<file path="config.mk">
export PLATFORM = sky130hd
export DESIGN_NAME = fifo_page_replacement_flat
export DESIGN_NICKNAME = d
export VERILOG_FILES = /design/src/hdl/fpr_pkg.sv /design/src/hdl/fpr_if.sv /design/src/hdl/fpr_cell.sv /design/src/hdl/fifo_page_replacement.sv /design/src/flat_wrapper.sv
export SDC_FILE = /design/constraint.sdc
export NUM_CORES = 2
export LEC_CHECK = 0
export CAP_MARGIN = 20
export CORE_AREA = 2 2 409 411
export CTS_BUF_LIST = sky130_fd_sc_hd__clkbuf_4 sky130_fd_sc_hd__clkbuf_8 sky130_fd_sc_hd__clkbuf_16
export DETAILED_ROUTE_END_ITERATION = 6
export DIE_AREA = 0 0 411 413
export DONT_BUFFER_PORTS = 1
export HOLD_SLACK_MARGIN = 0.02
export RECOVER_POWER = 50
export SLEW_MARGIN = 20
export SYNTH_ARGS = -nofsm -noshare
export SYNTH_HDL_FRONTEND = slang
export SYNTH_SLANG_ARGS = --single-unit
</file>
<file path="constraint.sdc">
create_clock -name clk -period 13.4 [get_ports clk]
set_input_delay 0.67 -clock clk [delete_from_list [all_inputs] [get_ports clk]]
set_output_delay 0.67 -clock clk [all_outputs]
set_load 0.02 [all_outputs]
</file>
<file path="src/hdl/fpr_pkg.sv">
// ----------------------------------------------------------------------------
// fpr_pkg
// Shared types and constants for the FIFO page replacement block.
// ----------------------------------------------------------------------------
package fpr_pkg;

	localparam int CFG_W = 7;
	localparam int CNT_W = 32;

	typedef logic [CNT_W-1:0] count_t;

	// per-cell control from the sequencer; compare, mark_dirty and shift are broadcast
	typedef struct packed {
		logic occupied;
		logic compare;
		logic mark_dirty;
		logic shift;
		logic load;
	} cell_ctl_t;

endpackage

</file>
<file path="src/hdl/fpr_if.sv">
// ----------------------------------------------------------------------------
// fpr_if
// Valid/ready channels: access request, result, frame limit write.
// ----------------------------------------------------------------------------
interface fpr_req_if #(parameter int PAGE_BITS = 20);
	logic                 valid;
	logic                 ready;
	logic [PAGE_BITS-1:0] page_number;
	logic                 is_write;
	modport source (output valid, page_number, is_write, input ready);
	modport sink   (input valid, page_number, is_write, output ready);
endinterface

interface fpr_rsp_if #(parameter int PAGE_BITS = 20);
	logic                 valid;
	logic                 ready;
	logic                 hit;
	logic                 page_read;
	logic                 writeback;
	logic [PAGE_BITS-1:0] victim_page;
	logic [31:0]          read_total;
	logic [31:0]          write_total;
	modport source (output valid, hit, page_read, writeback, victim_page, read_total,
		write_total, input ready);
	modport sink   (input valid, hit, page_read, writeback, victim_page, read_total,
		write_total, output ready);
endinterface

interface fpr_cfg_if;
	logic       valid;
	logic       ready;
	logic [6:0] data;
	modport source (output valid, data, input ready);
	modport sink   (input valid, data, output ready);
endinterface

</file>
<file path="src/hdl/fpr_cell.sv">
// ----------------------------------------------------------------------------
// fpr_cell
// One queue slot: page tag, dirty flag, registered tag match.
// ----------------------------------------------------------------------------
module fpr_cell
	import fpr_pkg::*;
#(
	parameter int PAGE_BITS = 20
) (
	input  logic                 clk,
	input  logic                 arst_n,
	input  cell_ctl_t            ctl,
	input  logic [PAGE_BITS-1:0] page,
	input  logic                 wr,
	input  logic [PAGE_BITS-1:0] nxt_tag,
	input  logic                 nxt_dirty,
	output logic [PAGE_BITS-1:0] tag,
	output logic                 dirty,
	output logic                 match
);

	logic [PAGE_BITS-1:0] tag_q;
	logic                 dirty_q;
	logic                 match_q;

	always_ff @(posedge clk) begin
		if (ctl.load) begin
			tag_q <= page;
		end else if (ctl.shift) begin
			tag_q <= nxt_tag;
		end
	end

	always_ff @(posedge clk or negedge arst_n) begin
		if (!arst_n) begin
			dirty_q <= 1'b0;
			match_q <= 1'b0;
		end else begin
			if (ctl.load) begin
				dirty_q <= wr;
			end else if (ctl.shift) begin
				dirty_q <= nxt_dirty;
			end else if (ctl.mark_dirty && match_q) begin
				dirty_q <= 1'b1;
			end
			if (ctl.compare) begin
				match_q <= ctl.occupied && (tag_q == page);
			end
		end
	end

	assign tag   = tag_q;
	assign dirty = dirty_q;
	assign match = match_q;

endmodule

</file>
<file path="src/hdl/fifo_page_replacement.sv">
// ----------------------------------------------------------------------------
// fifo_page_replacement
// FIFO page replacement with dirty tracking over a chain of frame cells.
// ----------------------------------------------------------------------------
// Usage:
//   req  : one access item per handshake (page_number, is_write).
//   rsp  : one result item per access (hit, page_read, writeback,
//          victim_page, read_total, write_total).
//   cfg  : write of frames_in_use; 0 acts as 1, values above MAX_FRAMES
//          act as MAX_FRAMES. Always ready; write only while idle.
// Flow: the accept cycle compares the page against every cell and
//   registers the match; the ST_RES state then resolves hit or miss once
//   the output register is free, shifts the queue one cell toward the
//   head on eviction, loads the new tail and fills the output register.
//   One item at a time; the result item is offered once the resolve step
//   has filled the output register.
// Cell 0 holds the oldest page; the queue order is the cell order.
// Reset: empty queue, all dirty flags clear, totals zero, limit MAX_FRAMES.
// Stall: a pending result stays in the output register while the next
//   access is accepted and compared; its resolve step waits until the
//   output register frees up.
// ----------------------------------------------------------------------------
module fifo_page_replacement
	import fpr_pkg::*;
#(
	parameter int MAX_FRAMES = 64,
	parameter int PAGE_BITS  = 20
) (
	input  logic   clk,
	input  logic   arst_n,
	fpr_req_if.sink   req,
	fpr_rsp_if.source rsp,
	fpr_cfg_if.sink   cfg
);

	localparam int OCC_W = $clog2(MAX_FRAMES + 1);
	localparam int LIM_W = (OCC_W > CFG_W) ? OCC_W : CFG_W;

	typedef enum logic {ST_IDLE, ST_RES} state_t;

	state_t               state_q;
	logic [LIM_W-1:0]     limit_q;
	logic [OCC_W-1:0]     occ_q;
	logic [PAGE_BITS-1:0] page_s1;
	logic                 wr_s1;
	count_t               load_cnt_q;
	count_t               flush_cnt_q;

	logic                 out_valid_q;
	logic                 hit_q;
	logic                 wb_q;
	logic [PAGE_BITS-1:0] victim_q;

	cell_ctl_t            ctl    [MAX_FRAMES];
	logic [PAGE_BITS-1:0] tag    [MAX_FRAMES+1];
	logic                 dirty  [MAX_FRAMES+1];
	logic [MAX_FRAMES-1:0] match;
	logic [PAGE_BITS-1:0] cmp_page;

	logic                 accept;
	logic                 upd;
	logic                 hit;
	logic [LIM_W-1:0]     limit;
	logic [LIM_W-1:0]     occ_ext;
	logic                 evict;
	logic [OCC_W-1:0]     load_pos;

	assign accept   = req.valid && req.ready;
	assign req.ready = (state_q == ST_IDLE);
	assign cfg.ready = 1'b1;
	assign upd      = (state_q == ST_RES) && (!out_valid_q || rsp.ready);
	assign hit      = |match;
	assign occ_ext  = LIM_W'(occ_q);
	assign evict    = !hit && (occ_ext >= limit);
	assign load_pos = evict ? occ_q - 1'b1 : occ_q;
	assign cmp_page = req.page_number;

	always_comb begin
		limit = limit_q;
		if (limit_q == '0) begin
			limit = LIM_W'(1);
		end else if (limit_q > LIM_W'(MAX_FRAMES)) begin
			limit = LIM_W'(MAX_FRAMES);
		end
	end

	assign tag[MAX_FRAMES]   = '0;
	assign dirty[MAX_FRAMES] = 1'b0;

	for (genvar i = 0; i < MAX_FRAMES; i++) begin : g_cell
		always_comb begin
			ctl[i].occupied   = (OCC_W'(i) < occ_q);
			ctl[i].compare    = accept;
			ctl[i].mark_dirty = upd && hit && wr_s1;
			ctl[i].shift      = upd && evict;
			ctl[i].load       = upd && !hit && (load_pos == OCC_W'(i));
		end

		fpr_cell #(
			.PAGE_BITS (PAGE_BITS)
		) u_cell (
			.clk       (clk),
			.arst_n    (arst_n),
			.ctl       (ctl[i]),
			.page      (accept ? cmp_page : page_s1),
			.wr        (wr_s1),
			.nxt_tag   (tag[i+1]),
			.nxt_dirty (dirty[i+1]),
			.tag       (tag[i]),
			.dirty     (dirty[i]),
			.match     (match[i])
		);
	end

	always_ff @(posedge clk) begin
		if (accept) begin
			page_s1 <= req.page_number;
			wr_s1   <= req.is_write;
		end
		if (upd) begin
			hit_q    <= hit;
			wb_q     <= evict && dirty[0];
			victim_q <= evict ? tag[0] : '0;
		end
	end

	always_ff @(posedge clk or negedge arst_n) begin
		if (!arst_n) begin
			state_q     <= ST_IDLE;
			limit_q     <= LIM_W'(MAX_FRAMES);
			occ_q       <= '0;
			load_cnt_q  <= '0;
			flush_cnt_q <= '0;
			out_valid_q <= 1'b0;
		end else begin
			if (cfg.valid) begin
				limit_q <= LIM_W'(cfg.data);
			end
			if (upd) begin
				out_valid_q <= 1'b1;
			end else if (rsp.ready) begin
				out_valid_q <= 1'b0;
			end
			case (state_q)
				ST_IDLE: begin
					if (accept) begin
						state_q <= ST_RES;
					end
				end
				ST_RES: begin
					if (upd) begin
						state_q <= ST_IDLE;
						if (!hit) begin
							if (load_cnt_q != '1) begin
								load_cnt_q <= load_cnt_q + 1'b1;
							end
							if (!evict) begin
								occ_q <= occ_q + 1'b1;
							end
							if (evict && dirty[0] && flush_cnt_q != '1) begin
								flush_cnt_q <= flush_cnt_q + 1'b1;
							end
						end
					end
				end
				default: state_q <= ST_IDLE;
			endcase
		end
	end

	assign rsp.valid       = out_valid_q;
	assign rsp.hit         = hit_q;
	assign rsp.page_read   = !hit_q;
	assign rsp.writeback   = wb_q;
	assign rsp.victim_page = victim_q;
	assign rsp.read_total  = load_cnt_q;
	assign rsp.write_total = flush_cnt_q;

`ifndef SYNTHESIS
	a_occ_bound: assert property (@(posedge clk) disable iff (!arst_n)
		occ_q <= OCC_W'(MAX_FRAMES))
		else $error("occupancy above frame count");

	a_occ_mono: assert property (@(posedge clk) disable iff (!arst_n)
		state_q == ST_RES && upd |=> occ_q >= $past(occ_q))
		else $error("occupancy dropped");

	a_wb_on_miss: assert property (@(posedge clk) disable iff (!arst_n)
		rsp.valid && rsp.writeback |-> !rsp.hit)
		else $error("write-back reported on a hit");

	a_resolve_done: assert property (@(posedge clk) disable iff (!arst_n)
		upd |=> state_q == ST_IDLE && out_valid_q)
		else $error("resolve did not post a result");
`endif

endmodule
</file>
<file path="src/flat_wrapper.sv">
// flat-port wrapper written by rule: the top's interface ports become plain ports
module fifo_page_replacement_flat import fpr_pkg::*;
#(
	parameter int MAX_FRAMES = 64,
	parameter int PAGE_BITS  = 20
)
  (clk, arst_n, req_valid, req_page_number, req_is_write, req_ready, rsp_valid, rsp_hit, rsp_page_read, rsp_writeback, rsp_victim_page, rsp_read_total, rsp_write_total, rsp_ready, cfg_valid, cfg_data, cfg_ready);
  fpr_req_if #(.PAGE_BITS(PAGE_BITS)) req_i ();
  fpr_rsp_if #(.PAGE_BITS(PAGE_BITS)) rsp_i ();
  fpr_cfg_if cfg_i ();
  input  logic clk;
  input  logic arst_n;
  input wire logic [$bits(req_i.valid)-1:0] req_valid;
  input wire logic [$bits(req_i.page_number)-1:0] req_page_number;
  input wire logic [$bits(req_i.is_write)-1:0] req_is_write;
  output wire logic [$bits(req_i.ready)-1:0] req_ready;
  output wire logic [$bits(rsp_i.valid)-1:0] rsp_valid;
  output wire logic [$bits(rsp_i.hit)-1:0] rsp_hit;
  output wire logic [$bits(rsp_i.page_read)-1:0] rsp_page_read;
  output wire logic [$bits(rsp_i.writeback)-1:0] rsp_writeback;
  output wire logic [$bits(rsp_i.victim_page)-1:0] rsp_victim_page;
  output wire logic [$bits(rsp_i.read_total)-1:0] rsp_read_total;
  output wire logic [$bits(rsp_i.write_total)-1:0] rsp_write_total;
  input wire logic [$bits(rsp_i.ready)-1:0] rsp_ready;
  input wire logic [$bits(cfg_i.valid)-1:0] cfg_valid;
  input wire logic [$bits(cfg_i.data)-1:0] cfg_data;
  output wire logic [$bits(cfg_i.ready)-1:0] cfg_ready;
  assign req_i.valid = req_valid;
  assign req_i.page_number = req_page_number;
  assign req_i.is_write = req_is_write;
  assign req_ready = req_i.ready;
  assign rsp_valid = rsp_i.valid;
  assign rsp_hit = rsp_i.hit;
  assign rsp_page_read = rsp_i.page_read;
  assign rsp_writeback = rsp_i.writeback;
  assign rsp_victim_page = rsp_i.victim_page;
  assign rsp_read_total = rsp_i.read_total;
  assign rsp_write_total = rsp_i.write_total;
  assign rsp_i.ready = rsp_ready;
  assign cfg_i.valid = cfg_valid;
  assign cfg_i.data = cfg_data;
  assign cfg_ready = cfg_i.ready;
  fifo_page_replacement #(.MAX_FRAMES(MAX_FRAMES), .PAGE_BITS(PAGE_BITS)) u_core (.clk(clk), .arst_n(arst_n), .req(req_i), .rsp(rsp_i), .cfg(cfg_i));
endmodule
</file>
==> results.yml <==
detailed_routing:
  wire_per_inst_um: 32.3
  postRouteAntennaNets: 0
  num_vias: 50900
  avgViaCountPerCell: 6.19
  firstDrtPassIters: 6
  drt_iter0_markers: 5320
  drc_errors: 0
  routed_wl_um: 265000
setup_path:
  cp-start-kind: "flip-flop"
  reg2reg_slack_ns: 3.72
  crit_path_end_kind: "flip-flop"
  r2r-start: "u_core.state_q"
  worst_r2r_path_depth: 11
  r2r-end: "u_core.g_cell[29].u_cell.match"
  critPathCapture: "u_core.g_cell[29].u_cell.match"
  critPathRequiredTime_ns: 14.11
  critPathKind: "reg2reg"
  worstSetupStartpoint: "u_core.state_q"
  crit_fanout: 33
  arrival_ns: 10.40
synth:
  synthArstFlopShare: 0.136
  synth_edf_count: 1303
  yosysSeqAreaShare: 0.545
  synth_area_um2: 82100
  ys.flop_type: "edfxtp_1"
  yosysWarnings: 0
  netlist_instances: 5995
  synth-seq-cells: 1531
  syn-num-nets: 6040
  synth.distinct_cells: 64
  synth.avg_cell_area_um2: 13.7
sta:
  hold_violations: 0
  fin_crit_sh: 0.723
  fin_ws_ns: 3.72
  tns_ns: 0
  fmax_ghz: 0.103
  relSlewSlack: -2.53
  drv_slew: 760
  min_period_ns: 9.68
  fin_hold_ws_ns: 0.101
  setup_viol: 0
  rsz0062_at_grt: "no"
  tightest_slew_ns: 5.30
  fin_skew_ns: 0.0359
status:
  violations: "capacitance limit, slew limit"
  outcome: "finished with violations"
clocking:
  clk_pin_slew_ns: 0.06
  postCtsResizedCells: 0
  clock_latency_ns: 0.81
  clock_sinks: 1531
  cts_setup_buffers: 0
  tritoncts: "done"
  cts_root_buffer: "clkbuf_16"
  cts_buffers: 168
  cts_buffer_depth: 3
  cts_hold_buf: 9
  cts.htree.levels: 4
global_routing:
  antenna_found_initial: 11
  grt-ovfl-total: 0
  gr-usage-all-layers: 0.308
  grt_pass1_wl_um: 377000
  grt_pass1_vias: 50800
  grt_max_degree: 209
power:
  finalPower_mw: 15.5
  power_frac_comb: 0.273
  internal_power_mw: 10.2
  p_per_area_nw_per_um2: 174
  p_seq_frac: 0.420
  cellLeakagePower_nw: 28.4
  max-vdd-ir-drop_mv: 0.158
  clock_power_share: 0.306
  swShare: 0.343
  power_switching_mw: 5.32
die:
  core_um2: 166000
  die-area_um2: 170000
  num_rows: 150
  chipHeight_um: 413
  start_util: 0.495
  ios: 123
  die_w_um: 411
finish:
  fill_cells: 13900
  multi_input_area_um2: 34600
  area_growth_pct: 8.48
  drive_above_1_share: 0.178
  seqCellArea_um2: 44700
  final_cells: 8222
  final_nets: 5917
placement:
  place_inst: 7893
  globalplace.congestion: 0.919
  dpl.hpwl_um: 169000
  place_ws_ns: 7.49
  io_buffers: 0
flow_run:
  cap_violations: 30
hold_path:
  hold_path_class: "in2reg"
logic make-up (layout without fill, tap and decap cells):
kind of cell    count (synthesis)  count (layout)  share of synthesized area
buf+inv                       523             538                     0.0297
compound gates                352             352                     0.0347
flops                        1531            1531                      0.545
fa+ha+maj                      12              12                    0.00183
other cells                     1               9                  0.0000457
simple gates                  886             886                     0.0607
mux                          1361            1361                      0.186
xor+xnor                     1329            1329                      0.142
state kept, by name, indices dropped and copies added, names as in the netlist:
| name | count |
|---|---|
| u_core.g_cell.u_cell.tag | 1280 |
| u_core.rsp.valid | 1 |
| u_core.rsp.hit | 1 |
| u_core.occ_ext | 7 |
| u_core.rsp.writeback | 1 |
| u_core.limit_q | 7 |
| u_core.rsp.victim_page | 20 |
| u_core.wr_s1 | 1 |
| u_core.rsp.write_total | 32 |
| u_core.rsp.read_total | 32 |
| u_core.page_s1 | 20 |
| u_core.g_cell.u_cell.match | 64 |
| u_core.g_cell.u_cell.dirty | 64 |
| u_core.state_q | 1 |
synthesized netlist by cell type (all sizes together) (2+ instances only):
| cell type | instances | area [µm²] |
|---|---|---|
| a2111oi | 60 | 1090 |
| a211oi | 3 | 22.5 |
| a21o | 2 | 15.0 |
| a21oi | 153 | 769 |
| a221o | 2 | 20.0 |
| a221oi | 2 | 17.5 |
| a311oi | 2 | 17.5 |
| a31oi | 2 | 12.5 |
| a32o | 19 | 190 |
| and2 | 23 | 144 |
| and3 | 17 | 106 |
| and4 | 7 | 61.3 |
| buf | 220 | 1300 |
| clkbuf | 266 | 998 |
| clkinv | 5 | 18.8 |
| dfrtp | 207 | 5180 |
| dfxtp | 20 | 400 |
| edfxtp | 1303 | 39100 |
| ha | 12 | 150 |
| inv | 32 | 120 |
| mux2 | 1333 | 15000 |
| mux2i | 28 | 293 |
| nand2 | 117 | 439 |
| nand2b | 49 | 307 |
| nand3 | 80 | 400 |
| nand4 | 147 | 920 |
| nor2 | 138 | 526 |
| nor2b | 2 | 12.5 |
| nor3 | 67 | 335 |
| nor4 | 233 | 1690 |
| o2111ai | 16 | 158 |
| o211ai | 2 | 15.0 |
| o21a | 2 | 15.0 |
| o21ai | 68 | 344 |
| o221ai | 14 | 123 |
| or2 | 3 | 18.8 |
| xnor2 | 1310 | 11500 |
| xor2 | 19 | 166 |
routing by layer:
metal  part of all wire  global-route usage  wire [µm]
met4              0.038               0.113       9960
met3              0.077              0.0529      20500
met5            0.00019                   0         50
met2               0.47               0.497     124000
met1               0.42               0.419     111000
stage by stage:
| stage | util | cell area (µm²) |
|---|---|---|
| floorplan | - | 82100 |
| global placement | 0.509 | 84500 |
| CTS | 0.543 | 90200 |
| detailed placement | 0.509 | 84500 |
| finish | 0.537 | 89100 |
| global route | 0.537 | 89100 |
critical path: stages, from the launching register on:
cell and delay (ns):
dfrtp_1 0.38, inv_1 0.22, nand2_1 1.42, clkinvlp_2 1.55, clkbuf_1 1.82, mux2i_1 0.53, inv_4 0.63, clkbuf_1 1.93
xnor2_1 0.26, nand4_1 0.13, nor3_1 0.37, a32o_1 0.22
worst min path at each step:
stage | from | slack (ns) | to | cells past startpoint
2_1_floorplan | arst_n | 0.37 | u_core.g_cell[0].u_cell.dirty | 0
3_3_place_gp | arst_n | 0.38 | u_core.rsp.write_total[15] | 0
3_5_place_dp | arst_n | 0.38 | u_core.rsp.write_total[15] | 0
4_1_cts | arst_n | 0.03 | u_core.rsp.write_total[15] | 1
5_1_grt | rsp_ready | 0.09 | u_core.rsp.valid | 2
6_report | rsp_ready | 0.10 | u_core.rsp.valid | 2
cell type report:
cell class,instances,share of cell area
clock inverter,67,0.00723
timing repair buffer,193,0.0135
sequential,1531,0.502
multi-input combinational,3941,0.388
tap,2204,0.0310
inverter,37,0.00204
clock buffer,241,0.0555
antenna,8,0.000225
power groups by stage:
stage	logic [mW]	clock network [mW]	registers, mW
3_5_place_dp	4.27	0	6.58
3_3_place_gp	4.25	0	6.59
6_report	4.24	4.75	6.51
2_1_floorplan	2.77	0	6.36
5_1_grt	4.43	4.97	6.56
4_1_cts	4.31	4.78	6.49
placed cells by master (no fill, tap or decap), drive strengths merged, types with 20 or more instances in the layout:
master	netlist	final
nand2b	49	49
dfrtp	207	207
o21ai	68	68
buf	220	98
mux2i	28	28
nor3	67	67
edfxtp	1303	1303
inv	32	33
nand2	117	117
and2	23	23
nand3	80	80
a2111oi	60	60
nand4	147	147
mux2	1333	1333
xnor2	1310	1310
dfxtp	20	20
nor4	233	233
clkinv	5	51
nor2	138	138
a21oi	153	153
clkbuf	266	327
Power figures use the tool's default switching activity.
